## config.mk

```make
export PLATFORM = sky130hd
export DESIGN_NAME = sha256_compress_round_trace
export DESIGN_NICKNAME = d
export VERILOG_FILES = /design/src/rtl/core/sha_rt_pkg.sv /design/src/rtl/core/sha_rt_round.sv /design/src/rtl/core/sha_rt_sched.sv /design/src/rtl/core/sha256_compress_round_trace.sv
export SDC_FILE = /design/constraint.sdc
export NUM_CORES = 2
export LEC_CHECK = 0
export BUFFER_PORTS_ARGS = -buffer_cell sky130_fd_sc_hd__buf_4
export CORE_ASPECT_RATIO = 1.2
export CORE_MARGIN = 3
export CORE_UTILIZATION = 45
export DETAILED_ROUTE_END_ITERATION = 6
export PLACE_DENSITY = 0.72
export RECOVER_POWER = 25
export SYNTH_ARGS = -nofsm -noshare
export SYNTH_HDL_FRONTEND = slang
export SYNTH_SLANG_ARGS = --single-unit
```

## constraint.sdc

```tcl
create_clock -name clk -period 22.5 [get_ports clk]
set_input_delay 5.625 -clock clk [delete_from_list [all_inputs] [get_ports clk]]
set_output_delay 5.625 -clock clk [all_outputs]
set_load 0.01 [all_outputs]
```

## src/rtl/core/sha_rt_pkg.sv

```systemverilog
package sha_rt_pkg;

  localparam int unsigned WORD_W  = 32;
  localparam int unsigned ROUND_W = 7;
  localparam int unsigned NUM_VAR = 8;

  localparam logic OP_CHAIN = 1'b0;
  localparam logic OP_MSG   = 1'b1;

  localparam logic KIND_ROUND = 1'b0;
  localparam logic KIND_FINAL = 1'b1;

  localparam logic [5:0] RND_LAST_MSG = 6'd15;
  localparam logic [5:0] RND_LAST     = 6'd63;
  localparam logic [ROUND_W-1:0] ROUND_FINAL = 7'd64;

  // working variables, element 0 is a, element 7 is h
  typedef logic [NUM_VAR-1:0][WORD_W-1:0] vars_t;

  // schedule window control from the sequencer
  typedef struct packed {
    logic push;     // shift a word into the window
    logic use_exp;  // 1: push the expanded word, 0: push the message word
  } sched_ctl_t;

  localparam logic [WORD_W-1:0] ROUND_K [64] = '{
    32'h428a2f98, 32'h71374491, 32'hb5c0fbcf, 32'he9b5dba5,
    32'h3956c25b, 32'h59f111f1, 32'h923f82a4, 32'hab1c5ed5,
    32'hd807aa98, 32'h12835b01, 32'h243185be, 32'h550c7dc3,
    32'h72be5d74, 32'h80deb1fe, 32'h9bdc06a7, 32'hc19bf174,
    32'he49b69c1, 32'hefbe4786, 32'h0fc19dc6, 32'h240ca1cc,
    32'h2de92c6f, 32'h4a7484aa, 32'h5cb0a9dc, 32'h76f988da,
    32'h983e5152, 32'ha831c66d, 32'hb00327c8, 32'hbf597fc7,
    32'hc6e00bf3, 32'hd5a79147, 32'h06ca6351, 32'h14292967,
    32'h27b70a85, 32'h2e1b2138, 32'h4d2c6dfc, 32'h53380d13,
    32'h650a7354, 32'h766a0abb, 32'h81c2c92e, 32'h92722c85,
    32'ha2bfe8a1, 32'ha81a664b, 32'hc24b8b70, 32'hc76c51a3,
    32'hd192e819, 32'hd6990624, 32'hf40e3585, 32'h106aa070,
    32'h19a4c116, 32'h1e376c08, 32'h2748774c, 32'h34b0bcb5,
    32'h391c0cb3, 32'h4ed8aa4a, 32'h5b9cca4f, 32'h682e6ff3,
    32'h748f82ee, 32'h78a5636f, 32'h84c87814, 32'h8cc70208,
    32'h90befffa, 32'ha4506ceb, 32'hbef9a3f7, 32'hc67178f2
  };

  function automatic logic [WORD_W-1:0] rotr(input logic [WORD_W-1:0] x,
                                             input int unsigned n);
    return (x >> n) | (x << (WORD_W - n));
  endfunction

  function automatic logic [WORD_W-1:0] big_sig0(input logic [WORD_W-1:0] x);
    return rotr(x, 2) ^ rotr(x, 13) ^ rotr(x, 22);
  endfunction

  function automatic logic [WORD_W-1:0] big_sig1(input logic [WORD_W-1:0] x);
    return rotr(x, 6) ^ rotr(x, 11) ^ rotr(x, 25);
  endfunction

  function automatic logic [WORD_W-1:0] sml_sig0(input logic [WORD_W-1:0] x);
    return rotr(x, 7) ^ rotr(x, 18) ^ (x >> 3);
  endfunction

  function automatic logic [WORD_W-1:0] sml_sig1(input logic [WORD_W-1:0] x);
    return rotr(x, 17) ^ rotr(x, 19) ^ (x >> 10);
  endfunction

endpackage

```

## src/rtl/core/sha_rt_round.sv

```systemverilog
module sha_rt_round
  import sha_rt_pkg::*;
(
  input  vars_t             vars_in,
  input  logic [WORD_W-1:0] k_in,
  input  logic [WORD_W-1:0] w_in,
  output vars_t             vars_out
);

  logic [WORD_W-1:0] ch;
  logic [WORD_W-1:0] maj;
  logic [WORD_W-1:0] t1;
  logic [WORD_W-1:0] t2;

  always_comb begin
    ch  = (vars_in[4] & vars_in[5]) ^ (~vars_in[4] & vars_in[6]);
    maj = (vars_in[0] & vars_in[1]) ^ (vars_in[0] & vars_in[2]) ^
          (vars_in[1] & vars_in[2]);
    t1  = vars_in[7] + big_sig1(vars_in[4]) + ch + k_in + w_in;
    t2  = big_sig0(vars_in[0]) + maj;

    vars_out[7] = vars_in[6];
    vars_out[6] = vars_in[5];
    vars_out[5] = vars_in[4];
    vars_out[4] = vars_in[3] + t1;
    vars_out[3] = vars_in[2];
    vars_out[2] = vars_in[1];
    vars_out[1] = vars_in[0];
    vars_out[0] = t1 + t2;
  end

endmodule

```

## src/rtl/core/sha_rt_sched.sv

```systemverilog
module sha_rt_sched
  import sha_rt_pkg::*;
(
  input  logic              clk,
  input  sched_ctl_t        ctl,
  input  logic [WORD_W-1:0] msg_word,
  output logic [WORD_W-1:0] exp_word
);

  // sliding window, entry 15 is the newest word W[t-1], entry 0 is W[t-16]
  logic [WORD_W-1:0] win_r [16];

  assign exp_word = sml_sig1(win_r[14]) + win_r[9] + sml_sig0(win_r[1]) + win_r[0];

  always_ff @(posedge clk) begin
    if (ctl.push) begin
      for (int i = 0; i < 15; i++) begin
        win_r[i] <= win_r[i+1];
      end
      win_r[15] <= ctl.use_exp ? exp_word : msg_word;
    end
  end

endmodule

```

## src/rtl/core/sha256_compress_round_trace.sv

```systemverilog
// SHA-256 block compression with a per-round trace.
//
// Input channel (in_valid / in_stall): a beat with in_op = 0 loads chaining
// word in_chain_pos; it produces nothing and the block is ready again on the
// next cycle. A beat with in_op = 1 is the next message word of the block.
// Message words 1..15 each run one round and give one result beat. The 16th
// word runs its round plus rounds 16..63 and then gives the final beat with
// the feed-forward sum (out_kind = 1, out_last = 1): 50 result beats.
//
// Timing: one round per cycle through a single shared round unit while the
// output register can take a beat. A message word is accepted and then runs
// its round; the 16th is accepted, runs rounds 15..63 and then gives the
// final beat. Each expanded schedule word is registered in w_cur_r while the
// round before it retires. in_stall is high while a word is being worked on.
//
// Results sit in an output register; while it is full and out_stall is high
// the sequencer holds and the payload stays put. Synchronous reset (rst_n low)
// clears the chaining value, working variables, word count and out_valid.
module sha256_compress_round_trace
  import sha_rt_pkg::*;
(
  input  logic               clk,
  input  logic               rst_n,
  input  logic               in_valid,
  output logic               in_stall,
  input  logic               in_op,
  input  logic [2:0]         in_chain_pos,
  input  logic [WORD_W-1:0]  in_word,
  output logic               out_valid,
  input  logic               out_stall,
  output logic               out_kind,
  output logic [ROUND_W-1:0] out_round,
  output logic [WORD_W-1:0]  out_var_a,
  output logic [WORD_W-1:0]  out_var_b,
  output logic [WORD_W-1:0]  out_var_c,
  output logic [WORD_W-1:0]  out_var_d,
  output logic [WORD_W-1:0]  out_var_e,
  output logic [WORD_W-1:0]  out_var_f,
  output logic [WORD_W-1:0]  out_var_g,
  output logic [WORD_W-1:0]  out_var_h,
  output logic [WORD_W-1:0]  out_sched_word,
  output logic               out_last
);

  localparam logic [1:0] ST_IDLE  = 2'd0;
  localparam logic [1:0] ST_RUN   = 2'd1;
  localparam logic [1:0] ST_FINAL = 2'd2;

  logic [1:0]         state_r, state_nxt;
  logic [3:0]         msg_cnt_r, msg_cnt_nxt;   // message words taken this block
  logic [5:0]         rnd_r, rnd_nxt;           // round about to run
  logic [WORD_W-1:0]  w_cur_r, w_cur_nxt;       // schedule word for rnd_r
  vars_t              chain_r, chain_nxt;
  vars_t              work_r, work_nxt;

  logic               out_valid_r, out_valid_nxt;
  logic               out_kind_r, out_kind_nxt;
  logic [ROUND_W-1:0] out_round_r, out_round_nxt;
  vars_t              out_vars_r, out_vars_nxt;
  logic [WORD_W-1:0]  out_sched_r, out_sched_nxt;
  logic               out_last_r, out_last_nxt;

  logic               in_accept;
  logic               out_free;
  vars_t              round_vars;
  vars_t              ff_sum;
  logic [WORD_W-1:0]  exp_word;
  sched_ctl_t         sched_ctl;

  assign in_stall  = (state_r != ST_IDLE);
  assign in_accept = in_valid && !in_stall;
  // output slot is empty or drains this cycle
  assign out_free  = !out_valid_r || !out_stall;

  sha_rt_round u_round (
    .vars_in  (work_r),
    .k_in     (ROUND_K[rnd_r]),
    .w_in     (w_cur_r),
    .vars_out (round_vars)
  );

  sha_rt_sched u_sched (
    .clk      (clk),
    .ctl      (sched_ctl),
    .msg_word (in_word),
    .exp_word (exp_word)
  );

  always_comb begin
    for (int i = 0; i < NUM_VAR; i++) begin
      ff_sum[i] = chain_r[i] + work_r[i];
    end
  end

  always_comb begin
    state_nxt     = state_r;
    msg_cnt_nxt   = msg_cnt_r;
    rnd_nxt       = rnd_r;
    w_cur_nxt     = w_cur_r;
    chain_nxt     = chain_r;
    work_nxt      = work_r;
    sched_ctl     = '0;

    out_valid_nxt = out_valid_r && out_stall;
    out_kind_nxt  = out_kind_r;
    out_round_nxt = out_round_r;
    out_vars_nxt  = out_vars_r;
    out_sched_nxt = out_sched_r;
    out_last_nxt  = out_last_r;

    case (state_r)
      ST_IDLE: begin
        if (in_accept) begin
          if (in_op == OP_CHAIN) begin
            chain_nxt[in_chain_pos] = in_word;
          end else begin
            // first word of a block starts from the chaining value
            if (msg_cnt_r == 4'd0) begin
              work_nxt = chain_r;
            end
            w_cur_nxt     = in_word;
            rnd_nxt       = {2'b00, msg_cnt_r};
            sched_ctl     = '{push: 1'b1, use_exp: 1'b0};
            state_nxt     = ST_RUN;
          end
        end
      end

      ST_RUN: begin
        if (out_free) begin
          work_nxt      = round_vars;
          out_valid_nxt = 1'b1;
          out_kind_nxt  = KIND_ROUND;
          out_round_nxt = ROUND_W'(rnd_r) + 7'd1;
          out_vars_nxt  = round_vars;
          out_sched_nxt = w_cur_r;
          out_last_nxt  = 1'b0;
          if (rnd_r < RND_LAST_MSG) begin
            msg_cnt_nxt = msg_cnt_r + 4'd1;
            state_nxt   = ST_IDLE;
          end else if (rnd_r == RND_LAST) begin
            state_nxt   = ST_FINAL;
          end else begin
            // expand next schedule word while this round retires
            sched_ctl = '{push: 1'b1, use_exp: 1'b1};
            w_cur_nxt = exp_word;
            rnd_nxt   = rnd_r + 6'd1;
          end
        end
      end

      ST_FINAL: begin
        if (out_free) begin
          chain_nxt     = ff_sum;
          out_valid_nxt = 1'b1;
          out_kind_nxt  = KIND_FINAL;
          out_round_nxt = ROUND_FINAL;
          out_vars_nxt  = ff_sum;
          out_sched_nxt = '0;
          out_last_nxt  = 1'b1;
          msg_cnt_nxt   = 4'd0;
          state_nxt     = ST_IDLE;
        end
      end

      default: begin
        state_nxt = ST_IDLE;
      end
    endcase
  end

  always_ff @(posedge clk) begin
    if (!rst_n) begin
      state_r     <= ST_IDLE;
      msg_cnt_r   <= '0;
      chain_r     <= '0;
      work_r      <= '0;
      out_valid_r <= 1'b0;
    end else begin
      state_r     <= state_nxt;
      msg_cnt_r   <= msg_cnt_nxt;
      chain_r     <= chain_nxt;
      work_r      <= work_nxt;
      out_valid_r <= out_valid_nxt;
    end
  end

  // payload registers, no reset needed
  always_ff @(posedge clk) begin
    rnd_r       <= rnd_nxt;
    w_cur_r     <= w_cur_nxt;
    out_kind_r  <= out_kind_nxt;
    out_round_r <= out_round_nxt;
    out_vars_r  <= out_vars_nxt;
    out_sched_r <= out_sched_nxt;
    out_last_r  <= out_last_nxt;
  end

  assign out_valid      = out_valid_r;
  assign out_kind       = out_kind_r;
  assign out_round      = out_round_r;
  assign out_var_a      = out_vars_r[0];
  assign out_var_b      = out_vars_r[1];
  assign out_var_c      = out_vars_r[2];
  assign out_var_d      = out_vars_r[3];
  assign out_var_e      = out_vars_r[4];
  assign out_var_f      = out_vars_r[5];
  assign out_var_g      = out_vars_r[6];
  assign out_var_h      = out_vars_r[7];
  assign out_sched_word = out_sched_r;
  assign out_last       = out_last_r;

endmodule

```

==> results.yml <==
logic_synthesis:
  syn-num-nets: 8427
  yosysWarnings: 0
  synth_edf_count: 846
  ys.flop_type: "edfxtp_1"
  synthAdderAreaFrac: 0.116
  synth_mux_area_frac: 0.0359
  synth_compound_area_frac: 0.185
  syn_avg_cell_area_um2: 10.0
  postSynthCellCount: 7795
  synthSimpleGateAreaFrac: 0.0958
  synth_top_family_by_area: "compound AO/OA/AOI/OAI gates"
  synth_top_area_frac: 0.325
  yosys.area.top_type: "edfxtp_1"
  netlist_area_um2: 78300
  synth.distinct_cells: 93
  synth_seq_cells: 1365
  synth.most_common_cell: "edfxtp_1"
  synth_area_leaders: "edfxtp_1 32%, dfxtp_1 13%, ha_1 6.3%, fa_1 5.0%, xnor2_1 4.9%"
  netlist_top_cells_count: "846 x edfxtp_1, 769 x o21ai_0, 609 x nand2_1"
  async_flop_share: 0
  synth_xor_area_frac: 0.0648
  ys_seq_area_frac: 0.457
detailed_routing:
  drt_iter0_drc: 8388
  drc: 0
  firstDrtPassIters: 7
  via_per_inst: 6.24
  vias: 64710
  wl_per_cell_um: 29.2
  wl_mm: 303
  ant_nets: 0
global_route:
  antenna_found_initial: 29
  grt_use_total: 0.328
  grt_pass1_wl_mm: 430
  grt_pass1_vias: 60397
  grt_max_degree: 214
  overflow: 0
sta:
  setup_viol: 0
  fmax_ghz: 0.0788
  slew_headroom: -1.82
  rsz0062_at_grt: "false"
  skew_ns: 0.0695
  period_share: 0.564
  tns_ns: 0
  fin_crit_ns: 12.69
  hold_ws_ns: 0.400
  slew_violations: 665
  tightestPinTransition_ns: 4.22
  finalHoldViolations: 0
layout:
  drive_above_1_share: 0.0956
  syn_to_final_growth_pct: 12.4
  layout.nets: 8597
  final_util: 0.509
  instances_no_fill: 10374
floorplan:
  core_area_um2: 173000
  die_h_um: 463
  initial_core_util: 0.453
  die_x_um: 387
  die-area_um2: 179000
  rows: 167
  ioPinCount: 339
cts:
  postCtsSetupBuffers: 0
  cts_hold_buf: 0
  cts_root_buf: "clkbuf_16"
  clockBufferDepth: 3
  cts_htree_levels: 4
  cts_inserted_buffers: 147
  clock_sinks: 1365
  post_cts_resized: 0
  cts_tree: "done"
  clkTransAtPathRegs_ns: 0.07
  clock_latency_ns: 0.86
outcome:
  violations: "max-capacitance violations, max-slew violations"
  status: "finished, violations left"
critical_path:
  worstSetupPathType: "flip-flop to flip-flop"
  end_kind: "flip-flop"
  cp.required_ns: 22.93
  path_max_fanout: 95
  start_kind: "flip-flop"
  cp.arrival_ns: 13.11
placement:
  dp.cells: 10096
  place.gp.congestion: 1.03
  dp_hpwl_mm: 223
  io_buffers: 338
worst_hold_path:
  hp-class: "flip-flop to flip-flop"
flow_run:
  cap_violations: 11
-- through the flow --
stage          cell area [um^2]  worst slack, ns
6_report                  88000             9.81
3_3_place_gp              83000            13.04
3_5_place_dp              83000            12.91
5_1_grt                   87900             9.11
4_1_cts                   88000            13.51
2_1_floorplan             78300             2.74
-- worst max-delay path, cell delays in order (launching register included) --
cell	delay, ns
dfxtp_1	0.33
inv_1	0.08
ha_1	2.55
clkinvlp_2	4.19
a21oi_1	1.24
o21ai_0	0.34
nand2b_2	0.27
buf_4	0.31
nand2_4	0.83
buf_4	0.94
buf_4	0.98
-- final timing paths --
| check | slack [ns] | cells after the start | to | startpoint |
|---|---|---|---|---|
| worst max register to register | 9.81 | 10 | u_sched.win_r[0][254]$_DFFE_PP_ | state_r[1]$_SDFFE_PN0P_ |
| worst min-delay path | 0.40 | 0 | u_sched.win_r[1][159]$_DFFE_PP_ | u_sched.win_r[1][191]$_DFFE_PP_ |
| worst max-delay path | 9.81 | 10 | u_sched.win_r[0][254]$_DFFE_PP_ | state_r[1]$_SDFFE_PN0P_ |
| worst min register to register | 0.40 | 0 | u_sched.win_r[1][159]$_DFFE_PP_ | u_sched.win_r[1][191]$_DFFE_PP_ |
-- cells by family (layout without fill, tap and decap cells) --
kind of cell | Yosys count | after routing
AO/OA/AOI/OAI | 2325 | 2325
AND/OR/NAND/NOR | 1707 | 1707
flip-flops | 1365 | 1365
buffers and inverters | 940 | 1233
adder cells (fa/ha/maj) | 609 | 609
XOR/XNOR | 579 | 579
multiplexers | 270 | 270
other | 0 | 5
-- sequential cells by signal, summed over array words and instances (netlist names), 7 cells and up --
| name | flops |
|---|---|
| out_var_b | 32 |
| w_cur_r | 32 |
| out_var_d | 32 |
| out_var_a | 32 |
| out_round | 7 |
| out_var_c | 32 |
| out_sched_word | 32 |
| u_sched.win_r | 512 |
| out_var_f | 32 |
| work_r | 256 |
| chain_r | 256 |
| out_var_h | 32 |
| out_var_e | 32 |
| out_var_g | 32 |
-- per-layer routing --
layer | GRT usage | vias up | wire (um)
met5 | 0 | - | 112
met4 | 0.226 | 16 | 24800
met3 | 0.0766 | 850 | 32700
met2 | 0.495 | 4055 | 132000
met1 | 0.419 | 31374 | 114000
li1 | - | 28415 | -
-- layout by cell type (no fill, tap or decap), types with 195 or more instances in the layout --
cell type	n
a211oi_1	253
a21oi_1	442
a31oi_1	229
buf_4	416
dfxtp_1	519
edfxtp_1	846
fa_1	195
ha_1	397
inv_1	526
mux2i_1	204
nand2_1	608
nor2_1	594
o21ai_0	764
xnor2_1	441
-- cell type report --
cell class,instances,area (um^2)
inverter,533,2010
clock inverter,90,1110
clock buffer,182,3920
tap,2281,2850
antenna,5,12.5
timing repair buffer,428,3210
fill,15299,84900
sequential,1365,35800
multi-input combinational,5490,39000
Power is not shown: default switching activity piles up to over one toggle a cycle in this logic, so the estimate is an artifact.
